--- src/rtl/dual_mode_command_deframer_defines.svh ---
// Assertion macros shared by the deframer modules.
// Each macro expects clk and rst_n in the scope where it is used.
`ifndef DUAL_MODE_COMMAND_DEFRAMER_DEFINES_SVH
`define DUAL_MODE_COMMAND_DEFRAMER_DEFINES_SVH

// Check that a condition implies another in the same cycle.
`define DMCD_ASSERT_IMP(label, ante, cons, msg) \
    label: assert property (@(posedge clk) disable iff (!rst_n) (ante) |-> (cons)) \
        else $error(msg);

// Check that a condition implies another in the next cycle.
`define DMCD_ASSERT_NXT(label, ante, cons, msg) \
    label: assert property (@(posedge clk) disable iff (!rst_n) (ante) |=> (cons)) \
        else $error(msg);

// Check that a condition never holds.
`define DMCD_ASSERT_NEVER(label, cond, msg) \
    label: assert property (@(posedge clk) disable iff (!rst_n) !(cond)) \
        else $error(msg);

`endif

--- src/rtl/dmcd_pkg.sv ---
// Shared types and constants of the dual-mode command deframer.
// No dependencies; every module file imports this package.
package dmcd_pkg;

    // Parameter defaults
    localparam int BINARY_FRAME_BYTES_DEF = 10;
    localparam int LINE_BUFFER_BYTES_DEF  = 64;

    // Field widths
    localparam int BYTE_W       = 8;
    localparam int POS_W        = 6;
    localparam int IDLE_W       = 16;
    localparam int CFG_DATA_W   = 16;
    // Covers the longest frame with the default parameters
    localparam int DESC_LEN_W   = 8;
    localparam int QUEUE_DEPTH  = 2;

    // Register reset values
    localparam logic [BYTE_W-1:0] PACKET_ID_RST  = 8'd5;
    localparam logic [IDLE_W-1:0] IDLE_TICKS_RST = 16'd10;

    // Line terminators
    localparam logic [BYTE_W-1:0] CHAR_CR = 8'h0D;
    localparam logic [BYTE_W-1:0] CHAR_LF = 8'h0A;

    typedef enum logic [0:0] {
        CFG_PACKET_ID  = 1'b0,
        CFG_IDLE_TICKS = 1'b1
    } cfg_index_t;

    typedef enum logic [0:0] {
        OP_BYTE = 1'b0,
        OP_TICK = 1'b1
    } opcode_t;

    typedef enum logic [1:0] {
        KIND_FULL    = 2'd0,
        KIND_TIMEOUT = 2'd1,
        KIND_LINE    = 2'd2,
        KIND_DISCARD = 2'd3
    } frame_kind_t;

    typedef struct packed {
        opcode_t             opcode;
        logic [BYTE_W-1:0]   rx_byte;
    } item_t;

    typedef struct packed {
        frame_kind_t         frame_kind;
        logic [BYTE_W-1:0]   frame_byte;
        logic [POS_W-1:0]    byte_position;
        logic                last_byte;
    } frame_t;

    // One completed frame waiting for delivery
    typedef struct packed {
        logic                  bank;
        frame_kind_t           kind;
        logic [DESC_LEN_W-1:0] len;
    } desc_t;

    // Write port into the frame store
    typedef struct packed {
        logic                  en;
        logic                  bank;
        logic [DESC_LEN_W-1:0] addr;
        logic [BYTE_W-1:0]     data;
    } store_wr_t;

endpackage

--- src/rtl/dmcd_front.sv ---
// Front end: accepts words, classifies bytes and ticks, fills the frame store
// and queues a descriptor per finished frame. Depends on dmcd_pkg.
`include "dual_mode_command_deframer_defines.svh"

module dmcd_front #(
    parameter int BINARY_FRAME_BYTES = dmcd_pkg::BINARY_FRAME_BYTES_DEF,
    parameter int LINE_BUFFER_BYTES  = dmcd_pkg::LINE_BUFFER_BYTES_DEF
) (
    input  logic                                clk,
    input  logic                                rst_n,
    input  logic                                cfg_we,
    input  dmcd_pkg::cfg_index_t                cfg_index,
    input  logic [dmcd_pkg::CFG_DATA_W-1:0]     cfg_data,
    input  logic                                accept,
    input  dmcd_pkg::item_t                     item,
    input  logic                                q_full,
    output logic                                q_push,
    output dmcd_pkg::desc_t                     q_desc,
    output dmcd_pkg::store_wr_t                 wr
);
    import dmcd_pkg::*;

    localparam int BANK_DEPTH = (BINARY_FRAME_BYTES > LINE_BUFFER_BYTES - 1) ?
                                BINARY_FRAME_BYTES : LINE_BUFFER_BYTES - 1;
    localparam int LEN_W      = $clog2(BANK_DEPTH + 1);
    localparam logic [LEN_W-1:0] BIN_LEN  = LEN_W'(BINARY_FRAME_BYTES);
    localparam logic [LEN_W-1:0] LINE_MAX = LEN_W'(LINE_BUFFER_BYTES - 1);

    logic [BYTE_W-1:0] packet_id_reg;
    logic [IDLE_W-1:0] idle_ticks_reg;
    logic [LEN_W-1:0]  fill_reg, fill_next;
    logic [LEN_W-1:0]  trim_reg, trim_next;
    logic              binary_reg, binary_next;
    logic              overflow_reg, overflow_next;
    logic              bank_reg, bank_next;
    logic [IDLE_W-1:0] idle_reg, idle_next;
    logic [IDLE_W-1:0] idle_inc;
    logic [LEN_W-1:0]  fill_inc;
    logic              is_eol;

    // Hold the configuration registers
    always_ff @(posedge clk or negedge rst_n)
    begin
        if (!rst_n)
        begin
            packet_id_reg  <= PACKET_ID_RST;
            idle_ticks_reg <= IDLE_TICKS_RST;
        end
        else if (cfg_we)
        begin
            case (cfg_index)
                CFG_PACKET_ID:  packet_id_reg  <= cfg_data[BYTE_W-1:0];
                CFG_IDLE_TICKS: idle_ticks_reg <= cfg_data[IDLE_W-1:0];
                default:        ;
            endcase
        end
    end

    assign idle_inc = (idle_reg == {IDLE_W{1'b1}}) ? idle_reg : idle_reg + 1'b1;
    assign fill_inc = fill_reg + 1'b1;
    assign is_eol   = (item.rx_byte == CHAR_CR) || (item.rx_byte == CHAR_LF);

    // Classify the word and work out the next frame state
    always_comb
    begin
        fill_next     = fill_reg;
        trim_next     = trim_reg;
        binary_next   = binary_reg;
        overflow_next = overflow_reg;
        idle_next     = idle_reg;
        q_push        = 1'b0;
        q_desc        = '0;
        wr            = '0;
        wr.bank       = bank_reg;
        wr.addr       = DESC_LEN_W'(fill_reg);
        wr.data       = item.rx_byte;

        if (accept)
        begin
            if (item.opcode == OP_TICK)
            begin
                // Count idle ticks; end an open binary frame early
                if (binary_reg)
                begin
                    idle_next = idle_inc;
                    if (idle_inc >= idle_ticks_reg)
                    begin
                        if (trim_reg > LEN_W'(1))
                        begin
                            q_push      = 1'b1;
                            q_desc.kind = KIND_TIMEOUT;
                            q_desc.len  = DESC_LEN_W'(trim_reg);
                        end
                        fill_next     = '0;
                        binary_next   = 1'b0;
                        overflow_next = 1'b0;
                    end
                end
            end
            else if (binary_reg)
            begin
                // Gather a binary byte; track the length without trailing CR/LF
                wr.en     = 1'b1;
                idle_next = '0;
                if (!is_eol)
                    trim_next = fill_inc;
                if (fill_inc == BIN_LEN)
                begin
                    q_push        = 1'b1;
                    q_desc.kind   = KIND_FULL;
                    q_desc.len    = DESC_LEN_W'(BIN_LEN);
                    fill_next     = '0;
                    binary_next   = 1'b0;
                    overflow_next = 1'b0;
                end
                else
                    fill_next = fill_inc;
            end
            else if ((fill_reg == '0) && (item.rx_byte == packet_id_reg))
            begin
                // Open a binary frame with the packet ID as its first byte
                wr.en       = 1'b1;
                binary_next = 1'b1;
                idle_next   = '0;
                fill_next   = LEN_W'(1);
                trim_next   = LEN_W'(1);
            end
            else if (is_eol)
            begin
                // Close the text line
                if (overflow_reg)
                begin
                    q_push      = 1'b1;
                    q_desc.kind = KIND_DISCARD;
                    q_desc.len  = DESC_LEN_W'(1);
                end
                else if (fill_reg != '0)
                begin
                    q_push      = 1'b1;
                    q_desc.kind = KIND_LINE;
                    q_desc.len  = DESC_LEN_W'(fill_reg);
                end
                fill_next     = '0;
                overflow_next = 1'b0;
            end
            else if (!overflow_reg)
            begin
                // Gather a text byte, or flag the line as too long
                if (fill_reg < LINE_MAX)
                begin
                    wr.en     = 1'b1;
                    fill_next = fill_inc;
                end
                else
                    overflow_next = 1'b1;
            end
        end

        q_desc.bank = bank_reg;
        bank_next   = q_push ? ~bank_reg : bank_reg;
    end

    // Advance the frame state
    always_ff @(posedge clk or negedge rst_n)
    begin
        if (!rst_n)
        begin
            fill_reg     <= '0;
            trim_reg     <= '0;
            binary_reg   <= 1'b0;
            overflow_reg <= 1'b0;
            idle_reg     <= '0;
            bank_reg     <= 1'b0;
        end
        else
        begin
            fill_reg     <= fill_next;
            trim_reg     <= trim_next;
            binary_reg   <= binary_next;
            overflow_reg <= overflow_next;
            idle_reg     <= idle_next;
            bank_reg     <= bank_next;
        end
    end

    `DMCD_ASSERT_IMP(a_bin_fill, binary_reg, (fill_reg != '0) && (fill_reg < BIN_LEN), "binary fill out of range")
    `DMCD_ASSERT_NEVER(a_push_full, q_push && q_full, "descriptor pushed into a full queue")
    `DMCD_ASSERT_IMP(a_ovf_text, overflow_reg, !binary_reg && (fill_reg == LINE_MAX), "overflow outside a full text line")

endmodule

--- src/rtl/dmcd_queue.sv ---
// Two-entry descriptor queue between the front and back ends.
// Depends on dmcd_pkg.
module dmcd_queue (
    input  logic             clk,
    input  logic             rst_n,
    input  logic             push,
    input  dmcd_pkg::desc_t  desc_in,
    input  logic             pop,
    output dmcd_pkg::desc_t  head,
    output logic             q_empty,
    output logic             q_full
);
    import dmcd_pkg::*;

    localparam int PTR_W = $clog2(QUEUE_DEPTH);
    localparam int CNT_W = $clog2(QUEUE_DEPTH + 1);

    desc_t             slot_reg [QUEUE_DEPTH];
    logic [PTR_W-1:0]  wr_ptr_reg, rd_ptr_reg;
    logic [CNT_W-1:0]  count_reg;

    assign head    = slot_reg[rd_ptr_reg];
    assign q_empty = (count_reg == '0);
    assign q_full  = (count_reg == CNT_W'(QUEUE_DEPTH));

    // Store pushed descriptors
    always_ff @(posedge clk)
    begin
        if (push)
            slot_reg[wr_ptr_reg] <= desc_in;
    end

    // Advance pointers and occupancy
    always_ff @(posedge clk or negedge rst_n)
    begin
        if (!rst_n)
        begin
            wr_ptr_reg <= '0;
            rd_ptr_reg <= '0;
            count_reg  <= '0;
        end
        else
        begin
            if (push)
                wr_ptr_reg <= (wr_ptr_reg == PTR_W'(QUEUE_DEPTH - 1)) ? '0 : wr_ptr_reg + 1'b1;
            if (pop)
                rd_ptr_reg <= (rd_ptr_reg == PTR_W'(QUEUE_DEPTH - 1)) ? '0 : rd_ptr_reg + 1'b1;
            if (push && !pop)
                count_reg <= count_reg + 1'b1;
            else if (pop && !push)
                count_reg <= count_reg - 1'b1;
        end
    end

endmodule

--- src/rtl/dmcd_back.sv ---
// Back end: holds the two-bank frame store and walks the head frame out one
// word at a time through a registered read and an output register. Depends on dmcd_pkg.
`include "dual_mode_command_deframer_defines.svh"

module dmcd_back #(
    parameter int BINARY_FRAME_BYTES = dmcd_pkg::BINARY_FRAME_BYTES_DEF,
    parameter int LINE_BUFFER_BYTES  = dmcd_pkg::LINE_BUFFER_BYTES_DEF
) (
    input  logic                 clk,
    input  logic                 rst_n,
    input  dmcd_pkg::store_wr_t  wr,
    input  dmcd_pkg::desc_t      head,
    input  logic                 q_empty,
    output logic                 q_pop,
    input  logic                 pop,
    output logic                 empty,
    output dmcd_pkg::frame_t     frame
);
    import dmcd_pkg::*;

    localparam int BANK_DEPTH = (BINARY_FRAME_BYTES > LINE_BUFFER_BYTES - 1) ?
                                BINARY_FRAME_BYTES : LINE_BUFFER_BYTES - 1;
    localparam int IDX_W      = $clog2(BANK_DEPTH);
    localparam int MEM_DEPTH  = 2 ** (IDX_W + 1);

    logic [BYTE_W-1:0] mem [MEM_DEPTH];
    logic [BYTE_W-1:0] rd_data_reg;
    logic [IDX_W-1:0]  idx_reg;
    logic              rd_pend_reg;
    logic              out_valid_reg;
    frame_t            out_reg;
    frame_kind_t       kind_reg;
    logic [POS_W-1:0]  pos_reg;
    logic              last_reg;
    logic              issue;
    logic              is_last;

    assign is_last = ((DESC_LEN_W'(idx_reg) + DESC_LEN_W'(1)) == head.len);
    assign issue   = !q_empty && !rd_pend_reg && (!out_valid_reg || pop);
    assign q_pop   = issue && is_last;
    assign empty   = !out_valid_reg;
    assign frame   = out_reg;

    // Write gathered bytes; read the next byte of the head frame
    always_ff @(posedge clk)
    begin
        if (wr.en)
            mem[{wr.bank, wr.addr[IDX_W-1:0]}] <= wr.data;
        if (issue)
        begin
            rd_data_reg <= mem[{head.bank, idx_reg}];
            kind_reg    <= head.kind;
            pos_reg     <= POS_W'(idx_reg);
            last_reg    <= is_last;
        end
    end

    // Fill the output register once the read data lands
    always_ff @(posedge clk)
    begin
        if (rd_pend_reg)
        begin
            out_reg.frame_kind    <= kind_reg;
            out_reg.frame_byte    <= (kind_reg == KIND_DISCARD) ? '0 : rd_data_reg;
            out_reg.byte_position <= pos_reg;
            out_reg.last_byte     <= last_reg;
        end
    end

    // Advance the byte index and the output handshake
    always_ff @(posedge clk or negedge rst_n)
    begin
        if (!rst_n)
        begin
            idx_reg       <= '0;
            rd_pend_reg   <= 1'b0;
            out_valid_reg <= 1'b0;
        end
        else
        begin
            rd_pend_reg <= issue;
            if (issue)
                idx_reg <= is_last ? '0 : idx_reg + 1'b1;
            if (rd_pend_reg)
                out_valid_reg <= 1'b1;
            else if (pop && out_valid_reg)
                out_valid_reg <= 1'b0;
        end
    end

    `DMCD_ASSERT_IMP(a_load_free, rd_pend_reg, !out_valid_reg, "read data arrives while the output word is held")
    `DMCD_ASSERT_IMP(a_pop_last, q_pop, issue && !q_empty, "queue popped without a final read")
    `DMCD_ASSERT_NXT(a_pend_fill, issue, out_valid_reg || rd_pend_reg, "issued read lost")

endmodule

--- src/rtl/dual_mode_command_deframer.sv ---
// Top level of the dual-mode command deframer: front end, descriptor queue, back end.
// Depends on dmcd_pkg, dmcd_front, dmcd_queue and dmcd_back.
//
//  channel  | handshake            | payload
//  ---------+----------------------+-------------------------------------------
//  input    | push / full          | item  (opcode, rx_byte)
//  result   | empty / pop          | frame (frame_kind, frame_byte,
//           |                      |        byte_position, last_byte)
//  config   | cfg_we               | cfg_index, cfg_data
//
// A word is taken whenever push is high and fewer than two finished frames wait.
// Each result passes through the store read, then the output register, and the
// back end starts no new read while one is pending; full is high while two
// finished frames wait in the descriptor queue and the store's two banks.
// Reset clears all control state at once; there is no clearing pass.
// A stalled result holds the back end only; the front keeps taking words until full.
module dual_mode_command_deframer #(
    parameter int BINARY_FRAME_BYTES = dmcd_pkg::BINARY_FRAME_BYTES_DEF,
    parameter int LINE_BUFFER_BYTES  = dmcd_pkg::LINE_BUFFER_BYTES_DEF
) (
    input  logic                             clk,
    input  logic                             rst_n,
    input  logic                             push,
    output logic                             full,
    input  dmcd_pkg::item_t                  item,
    output logic                             empty,
    input  logic                             pop,
    output dmcd_pkg::frame_t                 frame,
    input  logic                             cfg_we,
    input  dmcd_pkg::cfg_index_t             cfg_index,
    input  logic [dmcd_pkg::CFG_DATA_W-1:0]  cfg_data
);
    import dmcd_pkg::*;

    logic       accept;
    logic       q_push;
    logic       q_pop;
    logic       q_empty;
    logic       q_full;
    desc_t      q_desc;
    desc_t      head;
    store_wr_t  wr;

    // Take a word when the queue has room
    assign full   = q_full;
    assign accept = push && !q_full;

    dmcd_front #(
        .BINARY_FRAME_BYTES (BINARY_FRAME_BYTES),
        .LINE_BUFFER_BYTES  (LINE_BUFFER_BYTES)
    ) u_front (
        .clk       (clk),
        .rst_n     (rst_n),
        .cfg_we    (cfg_we),
        .cfg_index (cfg_index),
        .cfg_data  (cfg_data),
        .accept    (accept),
        .item      (item),
        .q_full    (q_full),
        .q_push    (q_push),
        .q_desc    (q_desc),
        .wr        (wr)
    );

    dmcd_queue u_queue (
        .clk     (clk),
        .rst_n   (rst_n),
        .push    (q_push),
        .desc_in (q_desc),
        .pop     (q_pop),
        .head    (head),
        .q_empty (q_empty),
        .q_full  (q_full)
    );

    dmcd_back #(
        .BINARY_FRAME_BYTES (BINARY_FRAME_BYTES),
        .LINE_BUFFER_BYTES  (LINE_BUFFER_BYTES)
    ) u_back (
        .clk     (clk),
        .rst_n   (rst_n),
        .wr      (wr),
        .head    (head),
        .q_empty (q_empty),
        .q_pop   (q_pop),
        .pop     (pop),
        .empty   (empty),
        .frame   (frame)
    );

endmodule

--- config.mk ---
export PLATFORM = sky130hd
export DESIGN_NAME = dual_mode_command_deframer
export DESIGN_NICKNAME = d
export VERILOG_FILES = /design/src/rtl/dmcd_pkg.sv /design/src/rtl/dmcd_front.sv /design/src/rtl/dmcd_queue.sv /design/src/rtl/dmcd_back.sv /design/src/rtl/dual_mode_command_deframer.sv
export VERILOG_INCLUDE_DIRS = /design/src /design/src/rtl
export SDC_FILE = /design/constraint.sdc
export NUM_CORES = 1
export LEC_CHECK = 0
export ABC_AREA = 0
export CORE_UTILIZATION = 54
export DETAILED_ROUTE_END_ITERATION = 12
export DONT_BUFFER_PORTS = 1
export GPL_ROUTABILITY_DRIVEN = 0
export PLACE_DENSITY = 0.71
export SYNTH_ARGS = -nofsm -noshare
export SYNTH_HDL_FRONTEND = slang
export SYNTH_SLANG_ARGS = --single-unit
--- constraint.sdc ---
create_clock -name clk -period 5 [get_ports clk]
set_input_delay 1 -clock clk [delete_from_list [all_inputs] [get_ports clk]]
set_output_delay 1 -clock clk [all_outputs]
set_load 0.05 [all_outputs]
# ---- Yosys cells after proc, flatten, opt, wreduce, memory -nomap -nowiden
# Memories as Yosys holds them, arrays and structs flattened. A register that Yosys moved wholly into a read port is not among the register bits.
# Index checks and enable logic that the tools add are counted.
# W data, S select, Z words.
dict set report classes {
  n_bitwise 3
  magnitude_cmp 3
  muxes 72
  n_eq_ne 14
  n_reduce_logical 29
  add_sub_neg 8
}
# op count
set op_table {}
lappend op_table {{$mux W10} 9}
lappend op_table {{$mux W16} 5}
lappend op_table {{$mux W6} 13}
lappend op_table {{$mux W1} 41}
lappend op_table {{$add A16 B1 Y16 const B} 1}
lappend op_table {{$eq A16 B16 Y1 const B} 1}
lappend op_table {{$eq A8 B4 Y1 const B} 2}
lappend op_table {{$eq A8 B8 Y1} 2}
lappend op_table {{$ge A16 B16 Y1} 1}
lappend op_table {{$add A6 B1 Y6 const B} 2}
lappend op_table {{$reduce_and A5 Y1} 2}
lappend op_table {{$mux W9} 1}
lappend op_table {{$logic_and A1 B1 Y1} 8}
lappend op_table {{$add A6 B1 Y7 const B} 1}
lappend op_table {{$eq A6 B4 Y1 const B} 1}
lappend op_table {{$gt A6 B1 Y1 const B} 1}
lappend op_table {{$logic_not A1 Y1} 6}
lappend op_table {{$logic_not A6 Y1} 1}
lappend op_table {{$lt A6 B6 Y1 const B} 1}
lappend op_table {{$ne A2 B1 Y1 const B} 3}
lappend op_table {{$reduce_bool A2 Y1} 3}
lappend op_table {{$reduce_bool A6 Y1} 1}
lappend op_table {{$eq A2 B2 Y1 const B} 2}
lappend op_table {{$mux W2} 2}
lappend op_table {{14 further kinds} 19}
dict set report totals {
  ff_bits 93
  mem_count 2
  input_bits 31
  wordCells 152
  ram_bits 1046
  output_inout_bits 19
}
# memory depth word_bits rd rd_ports_with_merged_regs write_ports line
set mem_list {}
lappend mem_list {u_back.mem 128 8 1 1 1 dmcd_back.sv:26} ;# logic [BYTE_W-1:0] mem [MEM_DEPTH];
lappend mem_list {u_queue.slot_reg 2 11 1 0 1 dmcd_queue.sv:18} ;# desc_t slot_reg [QUEUE_DEPTH];

# ---- Depth between registers and ports, before layout
# Gate-level depths: netlist of the first run.
dict set report depth {
  depth_word 12
  mapped_depth 19
  mapped_depth_nobuf 19
}

# ---- By module
# Synthesis of the first run repeated with hierarchy kept, for this count alone.
dict set report hier_totals {
  hier_cells 2175
  hier_area_um2 45810.2
}
# mod n_inst area_per_inst_um2 seq_area_each_um2 cells_per_inst
set modules_own_cells {}
lappend modules_own_cells {dmcd_back 1 41123.2 31970.7 1738}
lappend modules_own_cells {dmcd_front 1 3654.8 1381.3 386}
lappend modules_own_cells {dmcd_queue 1 1018.5 760.7 50}
lappend modules_own_cells {dual_mode_command_deframer 1 13.8 0.0 1}

# ---- Worst setup path after synthesis of the first run
# No wires, ideal clock.
dict set report synth_timing {
  path_type {reg2reg}
  startpoint {register u_front.idle_reg[0]}
  endpoint {memory u_queue.slot_reg[1][0] (netlist bit), enable pin}
  setup_slack_ps 746
  t_arrival_ps 3880
  t_required_ps 4626
  n_path_buf 0
  path_stages_with_launch 16
  setup_time_ps 374
  synth_period_minus_slack_ps 4254
  path_cell_list {dfrtp_1 -> ha_1 -> inv_1 -> nor4_1 -> nand2b_1 -> nor3b_1 -> nand3_1 -> xnor2_1 -> ha_1 -> nand4_1 -> or3_1 -> or4_1 -> o2111ai_1 -> o311a_1 -> o211ai_1 -> nor2_1}
}
dict set report synth_between {
  elab_chain_len 9
  elab_cells_between_ends 10
  classes_between {add/sub (1); order compare (1); eq/ne (1); mux (7)}
}
# item line
set synth_lines {}
lappend synth_lines {{from (decl)} dmcd_front.sv:36} ;# logic [IDLE_W-1:0] idle_reg, idle_next;
lappend synth_lines {{from (signal assigned)} dmcd_front.sv:181} ;# idle_reg <= idle_next;
lappend synth_lines {{$add A16 B1 Y16 / $eq A16 B16 Y1 (equally long branches)} dmcd_front.sv:59} ;# assign idle_inc = (idle_reg == {IDLE_W{1'b1}}) ? idle_reg : idle_reg + 1'b1;
lappend synth_lines {{$mux W16 (*)} dmcd_front.sv:59}
lappend synth_lines {{$ge A16 B16 Y1 (*)} dmcd_front.sv:86} ;# if (idle_inc >= idle_ticks_reg)
lappend synth_lines {{$mux W1 (*)} dmcd_front.sv:86}
lappend synth_lines {{$mux W1 (*)} dmcd_front.sv:83} ;# if (binary_reg)
lappend synth_lines {{$mux W1 (*)} dmcd_front.sv:80} ;# if (item.opcode == OP_TICK)
lappend synth_lines {{$mux W1 (*)} dmcd_front.sv:78} ;# if (accept)
lappend synth_lines {{$mux W1 (*)} dmcd_queue.sv:29} ;# if (push)
lappend synth_lines {{$mux W1 (not written as such) (*)} dmcd_queue.sv:30} ;# slot_reg[wr_ptr_reg] <= desc_in;
lappend synth_lines {{to (decl)} dmcd_queue.sv:18}
# Mark *: on every way between the ends. The rest lies on a longest branch, timed or not.

# ---- Worst setup path in the final report of the first run
dict set report layout_timing {
  startpoint {register u_front.idle_reg[0]}
  endpoint {register u_queue.count_reg[1]}
}
dict set report layout_between {
  elab_chain_len 10
  elab_cells_between_ends 13
  classes_between {add/sub (1); order compare (1); eq/ne (1); mux (6); reduce/logical (4)}
}
# item line
set layout_lines {}
lappend layout_lines {{$add A16 B1 Y16 / $eq A16 B16 Y1 (equally long branches)} dmcd_front.sv:59}
lappend layout_lines {{$mux W16 (*)} dmcd_front.sv:59}
lappend layout_lines {{$ge A16 B16 Y1 (*)} dmcd_front.sv:86}
lappend layout_lines {{$mux W1 (*)} dmcd_front.sv:86}
lappend layout_lines {{$mux W1 (*)} dmcd_front.sv:83}
lappend layout_lines {{$mux W1 (*)} dmcd_front.sv:80}
lappend layout_lines {{$mux W1 (*)} dmcd_front.sv:78}
lappend layout_lines {{named net q_push} dual_mode_command_deframer.sv:36} ;# logic q_push;
lappend layout_lines {{$logic_not A1 Y1} dmcd_queue.sv:50} ;# else if (pop && !push)
lappend layout_lines {{$logic_and A1 B1 Y1} dmcd_queue.sv:50}
lappend layout_lines {{$reduce_bool A2 Y1 (no line)} --}
lappend layout_lines {{to (signal assigned)} dmcd_queue.sv:49} ;# count_reg <= count_reg + 1'b1;
lappend layout_lines {{to (signal assigned)} dmcd_queue.sv:51} ;# count_reg <= count_reg - 1'b1;
lappend layout_lines {{to (decl)} dmcd_queue.sv:20} ;# logic [CNT_W-1:0] count_reg;
# Mark *: on every way through the listed nets, which the timed path passes. The rest lies on a longest branch.
# A chain may end at the register's enable or synchronous reset.

==> insert_results.sql, run 1 <==
INSERT INTO impl_metrics (metric_group, metric, value, unit) VALUES
('clock_tree', 'tritoncts_num_sinks', '1143', ''),
('floorplan', 'vertical_die_dimension', '293', 'um'),
('cells_and_area', 'largest_register_ff_count', '1024', ''),
('yosys', 'sequential_cell_area_fraction_in_the_yosys_report', '0.744', ''),
('critical_path', 'path_buf_inv', '2', ''),
('pwr', 'overall_power_of_the_completed_layout', '25.5', 'mW'),
('cells_and_area', 'final_common_cell', 'sky130_fd_sc_hd__edfxtp_1', ''),
('timing', 'maximum_achievable_frequency', '224', 'MHz'),
('timing', 'setup_tns', '0', 'ns'),
('detailed_routing', 'totalWireLength', '100', 'mm'),
('yosys', 'synthCells', '2330', ''),
('cells_and_area', 'fillers', '5851', ''),
('yosys', 'synth.mux.area_fraction', '0.157', ''),
('timing', 'clock_skew', '0.0254', 'ns'),
('timing', 'fin_crit', '4.46', 'ns'),
('critical_path', 'crit_arrival', '5.04', 'ns'),
('detailed_routing', 'route.vias.total', '22682', ''),
('timing', 'final-setup-viol-count', '0', ''),
('critical_path', 'rr_worst_depth', '18', ''),
('critical_path', 'sequence_of_cells_on_the_critical_path', 'ha_1 > inv_1 > nor4_2 > nand2b_1 > nor3b_2 > nand3_1 > xnor2_1 > ha_1 > nand4_1 > or3_1 > or4_1 > o2111ai_1 > o311a_1 > o211ai_1 > inv_1 > ha_1 > nor2_1 > xor2_1', ''),
('clock_tree', 'cts.root.buffer_cell', 'sky130_fd_sc_hd__clkbuf_16', ''),
('cells_and_area', 'layout.nets', '2431', ''),
('yosys', 'synth-xor-area-share', '0.00633', ''),
('global_routing', 'grt_pass1_wl', '151', 'mm'),
('yosys', 'synth_simple_gate_area_share', '0.0395', ''),
('detailed_routing', 'post_drt_wl_per_cell', '27.9', 'um'),
('floorplan', 'dieWidth', '293', 'um'),
('clock_tree', 'clockBufferDepth', '3', ''),
('clock_tree', 'cts_tree', 'done', ''),
('detailed_routing', 'drt-pass1-iter-count', '5', ''),
('critical_path', 'end_kind', 'flop', ''),
('yosys', 'asyncSetResetFlopFracSynth', '0.0586', ''),
('yosys', 'synth-warning-count', '0', ''),
('critical_path', 'setup.reg_to_reg.worst_slack', '0.54', 'ns'),
('yosys', 'synthesis_stage_register_bit_count', '1143', ''),
('critical_path', 'cp.depth', '18', ''),
('pwr', 'power.density', '503', 'mW/mm^2'),
('critical_path', 'regToRegEndpoint', 'u_queue.count_reg[1]', ''),
('floorplan', 'core', '0.0837', 'mm^2'),
('clock_tree', 'clock_network_latency_to_the_later_pin_of_the_worst_skew_pair', '0.67', 'ns'),
('run', 'max_cap_viol', '0', ''),
('clock_tree', 'cts_h_tree_depth', '3', ''),
('yosys', 'yosys.area_share.adder', '0.00603', ''),
('detailed_routing', 'viasPerCell', '6.30', ''),
('critical_path', 'cp-startpoint', 'u_front.idle_reg[0]', ''),
('yosys', 'synth_enable_flop_cells', '1076', ''),
('pwr', 'worst_ir_drop_vdd', '373', 'uV'),
('yosys', 'syn_area_per_cell', '19.6', 'um^2'),
('critical_path', 'crit_required', '5.58', 'ns'),
('clock_tree', 'number_of_buffers_inserted_during_clock_tree_synthesis', '111', ''),
('detailed_routing', 'remaining_drc_errors', '0', ''),
('pwr', 'power.leakage', '16.5', 'nW'),
('critical_path', 'crit_slowest_cell', 'sky130_fd_sc_hd__dfrtp_1', ''),
('critical_path', 'startpoint_type', 'flop', ''),
('yosys', 'syn-num-nets', '2383', ''),
('timing', 'fin_crit_sh', '0.893', ''),
('placement', 'buffer_ports.inserted', '0', ''),
('global_routing', 'grt-ovfl-total', '0', ''),
('yosys', 'synth_compound_area_frac', '0.0323', ''),
('timing', 'tightest_slew', '1.21', 'ns'),
('critical_path', 'critPathMostFrequentCell', 'sky130_fd_sc_hd__ha_1', ''),
('global_routing', 'grtUsageTotal', '0.239', ''),
('critical_path', 'worst-path-max-fanout', '7', ''),
('clock_tree', 'clk_transition_reported_paths', '0.06', 'ns'),
('floorplan', 'std_cell_rows', '106', ''),
('global_routing', 'antenna_found_initial', '2', ''),
('critical_path', 'critPathTopFamily', 'simple AND/OR/NAND/NOR gates', ''),
('placement', 'post-dp-hpwl', '59.3', 'mm'),
('critical_path', 'setup.worst_path.class', 'flop to flop', ''),
('cells_and_area', 'drive_gt1_frac', '0.217', ''),
('run_status', 'outcome', 'finished clean', '');
stage by stage:
stage | worst slack, ns | hold slack [ns] | instances | util | area, um^2
after floorplan | 0.746 | 0.400 | 2330 | - | 45700
after global placement | 0.469 | 0.405 | 3398 | 0.561 | 47000
after detailed placement | 0.391 | 0.405 | 3398 | 0.561 | 47000
after CTS | 0.359 | 0.000195 | 3602 | 0.605 | 50600
after global routing | 0.0977 | 0.00125 | 3602 | 0.605 | 50600
final | 0.537 | 0.0419 | 3602 | 0.605 | 50600
power by group:
| group | switching (mW) | internal [mW] | leakage [nW] |
|---|---|---|---|
| clock | 3.45 | 4.81 | 1.77 |
| sequential | 0.716 | 10.9 | 10.5 |
| combinational | 3.04 | 2.60 | 4.27 |
worst min-delay path by stage:
stage | from | endpoint | slack, ns
floorplan | u_back.last_reg | u_back.frame[0] | 0.40
finish | rst_n | u_front.fill_reg[4] | 0.04
detailed placement | u_back.pos_reg[0] | u_back.frame[1] | 0.40
global route | rst_n | u_front.fill_reg[3] | 0.001
global placement | u_back.pos_reg[0] | u_back.frame[1] | 0.40
CTS | rst_n | u_front.fill_reg[5] | 0.0002
final cells by class:
cell class,count,area [um^2],share of cell area
clock buffers,139,2980,0.0588
clock inverters,64,623,0.0123
inverters,29,109,0.00215
multi-input cells,1039,11000,0.218
flip-flops and latches,1143,34000,0.672
well taps,1134,1420,0.0280
repair buffers,54,475,0.00939
worst register-to-register path, cell delays in order (launching register included):
cell and delay [ns]:
sky130_fd_sc_hd__dfrtp_1 0.47, sky130_fd_sc_hd__ha_1 0.23, sky130_fd_sc_hd__inv_1 0.09, sky130_fd_sc_hd__nor4_2 0.37, sky130_fd_sc_hd__nand2b_1 0.13, sky130_fd_sc_hd__nor3b_2 0.21, sky130_fd_sc_hd__nand3_1 0.13, sky130_fd_sc_hd__xnor2_1 0.08
sky130_fd_sc_hd__ha_1 0.33, sky130_fd_sc_hd__nand4_1 0.13, sky130_fd_sc_hd__or3_1 0.35, sky130_fd_sc_hd__or4_1 0.39, sky130_fd_sc_hd__o2111ai_1 0.27, sky130_fd_sc_hd__o311a_1 0.32, sky130_fd_sc_hd__o211ai_1 0.20, sky130_fd_sc_hd__inv_1 0.13
sky130_fd_sc_hd__ha_1 0.26, sky130_fd_sc_hd__nor2_1 0.14, sky130_fd_sc_hd__xor2_1 0.15
Yosys cell counts (all sizes together), types with 3 or more instances:
cell	instances	area share
edfxtp	1076	0.71
mux4	256	0.13
nor2	165	0.014
mux2i	87	0.019
nand2	75	0.0067
buf	64	0.0080
dfrtp	63	0.035
a21oi	56	0.0061
clkbuf	55	0.0046
mux2	46	0.011
a221oi	40	0.0077
nand3	32	0.0039
o21ai	32	0.0035
nor3	31	0.0035
inv	29	0.0024
a22oi	27	0.0044
xnor2	24	0.0046
ha	22	0.0060
nand4	18	0.0025
and2	17	0.0024
a22o	14	0.0027
nor2b	10	0.0014
xor2	9	0.0017
and3	7	0.00096
o31ai	7	0.0012
or3	6	0.00082
a31oi	5	0.0010
nor4	5	0.00068
dfstp	4	0.0023
nand2b	4	0.00055
a21o	3	0.00049
nor3b	3	0.00049
o211ai	3	0.00049
o221ai	3	0.00071
o2bb2ai	3	0.00058
cells by family after synthesis:
logic type	count (synthesis)
flip-flops	1143
multiplexers	389
AND/OR/NAND/NOR	384
buffers and inverters	148
XOR/XNOR	33
AO/OA/AOI/OAI	211
adder cells (fa/ha/maj)	22
metal layers:
layer	part of all wire	up-vias	global-route usage	wire length, um
li1	-	9641	-	-
met1	0.41	11830	0.339	40700
met2	0.49	1048	0.386	49500
met3	0.077	163	0.0454	7700
met4	0.025	0	0.0626	2510
met5	0	-	0	0
timing repair:
item | CTS | global route
gates resized for setup | 0 | 2
endpoints found under the setup margin | 0 | 1
hold buffers | 1 | 0
hold endpoints to repair | 46 | 0
(Power assumes the default switching activity.)
==> run 2, diff against run 1 <==
==> constraint.sdc (replaced) <==
create_clock -name clk -period 5 [get_ports clk]
set_input_delay 1.5 -clock clk [delete_from_list [all_inputs] [get_ports clk]]
set_output_delay 1.5 -clock clk [all_outputs]
set_load 0.05 [all_outputs]
==> insert_results.sql, run 2 (synthesis gave the netlist of run 1 again) <==
INSERT INTO impl_metrics (metric_group, metric, value, unit) VALUES
('run_status', 'outcome', 'finished clean', ''),
('clock_tree', 'tritoncts_num_sinks', '1143', ''),
('placement', 'post-dp-hpwl', '60.6', 'mm'),
('timing', 'finalHoldViolations', '0', ''),
('clock_tree', 'post-cts-setup-buffers', '0', ''),
('critical_path', 'worst-path-max-fanout', '13', ''),
('timing', 'final-setup-viol-count', '0', ''),
('critical_path', 'end_kind', 'flop', ''),
('critical_path', 'sequence_of_cells_on_the_critical_path', 'ha_1 > inv_1 > nor4_1 > nand2b_1 > buf_4 > xnor2_1 > ha_1 > nand2b_1 > a2111oi_0 > or4_1 > o2111ai_1 > o311a_1 > o211ai_1 > inv_1 > ha_1 > xor2_1 > nor2_1 > xor2_1', ''),
('hold_path', 'timing.hold.worst.start', 'u_back.pos_reg[1]', ''),
('timing', 'maximum_achievable_frequency', '219', 'MHz'),
('global_routing', 'antenna_found_initial', '1', ''),
('cells_and_area', 'area_delta_synth_final', '11.2', '%'),
('pwr', 'overall_power_of_the_completed_layout', '25.8', 'mW'),
('timing', 'timing.final.max_slew_violations', '0', ''),
('floorplan', 'dieWidth', '293', 'um'),
('pwr', 'power.combinational.fraction', '0.224', ''),
('critical_path', 'setup.reg_to_reg.worst_slack', '0.44', 'ns'),
('run', 'max_cap_viol', '0', ''),
('detailed_routing', 'route.vias.total', '22871', ''),
('timing', 'fin_crit_sh', '0.911', ''),
('detailed_routing', 'detailedRoute.firstIterationViolations', '2449', ''),
('critical_path', 'crit_required', '5.59', 'ns'),
('clock_tree', 'cts_hold_buffers', '0', ''),
('hold_path', 'whs_path_depth', '0', ''),
('clock_tree', 'cts_tree', 'done', ''),
('critical_path', 'rr_worst_depth', '18', ''),
('pwr', 'worst_ir_drop_vdd', '371', 'uV'),
('cells_and_area', 'layout.nets', '2444', ''),
('global_routing', 'maximum_number_of_pins_on_one_net_before_global_route_repair', '132', ''),
('clock_tree', 'clk_transition_reported_paths', '0.06', 'ns'),
('floorplan', 'core', '0.0837', 'mm^2'),
('detailed_routing', 'remaining_drc_errors', '0', ''),
('hold_path', 'holdCritPathClass', 'flop to flop', ''),
('floorplan', 'std_cell_rows', '106', ''),
('critical_path', 'startpoint_type', 'flop', ''),
('critical_path', 'regToRegEndpoint', 'u_queue.count_reg[1]', ''),
('timing', 'max_slew_margin', '0.268', ''),
('cells_and_area', 'largest_register_ff_count', '1024', ''),
('critical_path', 'crit_slowest_cell', 'sky130_fd_sc_hd__dfrtp_1', ''),
('pwr', 'switching_share', '0.285', ''),
('clock_tree', 'number_of_buffers_inserted_during_clock_tree_synthesis', '111', ''),
('floorplan', 'design.die.area', '0.0857', 'mm^2'),
('timing', 'setup_tns', '0', 'ns'),
('timing', 'fin_crit', '4.56', 'ns'),
('clock_tree', 'cts.root.buffer_cell', 'sky130_fd_sc_hd__clkbuf_16', ''),
('cells_and_area', 'final_cells', '3618', ''),
('detailed_routing', 'antenna_left', '0', ''),
('critical_path', 'critPathMostFrequentCell', 'sky130_fd_sc_hd__ha_1', ''),
('critical_path', 'setup.worst_path.class', 'flop to flop', ''),
('detailed_routing', 'post_drt_wl_per_cell', '27.9', 'um'),
('clock_tree', 'clock_network_latency_to_the_later_pin_of_the_worst_skew_pair', '0.67', 'ns'),
('placement', 'pre_cts_ws', '0.386', 'ns'),
('critical_path', 'path_buf_inv', '3', ''),
('critical_path', 'timing.rr.start', 'u_front.idle_reg[0]', ''),
('cells_and_area', 'drive_gt1_frac', '0.225', ''),
('placement', 'buffer_ports.inserted', '0', ''),
('detailed_routing', 'drt-pass1-iter-count', '7', ''),
('floorplan', 'floorplan.initialDensity', '0.546', ''),
('clock_tree', 'clockBufferDepth', '3', ''),
('detailed_routing', 'viasPerCell', '6.32', ''),
('global_routing', 'grt_pass1_wl', '152', 'mm'),
('critical_path', 'critical_path.max_stage_delay', '0.46', 'ns'),
('hold_path', 'worst_hold_path.endpoint', 'u_back.frame[2]', ''),
('pwr', 'power.leakage', '16.6', 'nW'),
('pwr', 'switching_power_summed_over_all_nets', '7.35', 'mW'),
('pwr', 'power.density', '507', 'mW/mm^2'),
('timing', 'clock_skew', '0.0327', 'ns'),
('floorplan', 'vertical_die_dimension', '293', 'um'),
('pwr', 'seq_power_share', '0.450', ''),
('critical_path', 'crit_arrival', '5.15', 'ns'),
('floorplan', 'count_of_pins_on_the_block_boundary', '50', ''),
('global_routing', 'grt_pass1_vias', '23086', ''),
('cells_and_area', 'highest_count_cells_in_the_layout_ignoring_fill_and_taps', '1076 x sky130_fd_sc_hd__edfxtp_1, 256 x sky130_fd_sc_hd__mux4_2, 164 x sky130_fd_sc_hd__nor2_1', ''),
('timing', 'tightest_slew', '1.09', 'ns'),
('pwr', 'clkPwrFrac', '0.326', ''),
('placement', 'post-place-cells', '3412', ''),
('global_routing', 'grt-ovfl-total', '0', ''),
('clock_tree', 'cts_h_tree_depth', '3', ''),
('cells_and_area', 'diodes', '0', ''),
('critical_path', 'critPathTopFamily', 'compound AO/OA/AOI/OAI gates', ''),
('cells_and_area', 'fin_area', '0.0508', 'mm^2'),
('pwr', 'cell_internal_pwr', '18.4', 'mW'),
('cells_and_area', 'final_common_cell', 'sky130_fd_sc_hd__edfxtp_1', ''),
('placement', 'detailed_place.area', '0.0471', 'mm^2'),
('detailed_routing', 'totalWireLength', '101', 'mm'),
('timing', 'final.setup.worst_slack', '0.444', 'ns'),
('global_routing', 'grtUsageTotal', '0.241', '');
[run 2: changes by cell type in the layout (fill, tap and decap cells not counted), sizes merged]
cell / delta
buf: +13
clkbuf: -8
clkinvlp: +8
inv: +3
bufinv: +2
clkinv: -2
[run 2: routing by layer]
metal  global-route usage  share of wire  up-vias
li1                     -              -     9671
met1                0.332           0.40    11959
met2                0.383           0.49     1054
met3               0.0558          0.082      185
met4               0.0757          0.029        2
met5                    0        0.00020        -
[run 2: layout make-up]
type                            count  area, um^2
Clock buffer                      131        2930
Clock inverter                     75         758
Fill cell                        5767       32900
Inverter                           29         109
Multi-Input combinational cell   1039       11000
Sequential cell                  1143       34000
Tap cell                         1134        1420
Timing Repair Buffer               67         578
[run 2: worst max-delay path by stage]
stage                                        end  slack (ns)  depth (start not counted)                start
final                       u_queue.count_reg[1]        0.44                         18  u_front.idle_reg[0]
after global placement      u_queue.count_reg[1]        0.49                         19  u_front.idle_reg[0]
after CTS                   u_queue.count_reg[1]        0.34                         18  u_front.idle_reg[0]
after detailed placement    u_queue.count_reg[1]        0.39                         18  u_front.idle_reg[0]
after global routing        u_queue.count_reg[1]       -0.01                         18  u_front.idle_reg[0]
after floorplan           u_queue.slot_reg[1][0]        0.75                         15  u_front.idle_reg[0]
[run 2: what timing repair did]
action                                  in CTS  in global routing
endpoints found under the hold margin        0                  0
resized for setup                            0                  1
endpoints found under the setup margin       0                  1
[run 2: worst register-to-register path: cells and delay by family (launching register included)]
kind,cells,cell delay [ns]
AO/OA/AOI/OAI,4,1.37
AND/OR/NAND/NOR,5,1.03
flip-flops,1,0.46
XOR/XNOR,3,0.51
adder cells (fa/ha/maj),3,0.72
buffers and inverters,3,0.39
[run 2: through the flow]
step | util | hold slack, ns
global placement | 0.563 | 0.414
CTS | 0.607 | 0.419
detailed placement | 0.563 | 0.405
finish | 0.607 | 0.420
global route | 0.607 | 0.421
floorplan | - | 0.400
[run 2: power by group through the flow]
stage / Sequential, mW / Combinational [mW] / Clock [mW]
floorplan: 11.4 / 4.41 / 0
global placement: 11.8 / 5.67 / 0
detailed placement: 11.8 / 5.75 / 0
CTS: 11.6 / 5.78 / 8.52
global route: 11.6 / 6.11 / 8.88
finish: 11.6 / 5.77 / 8.41
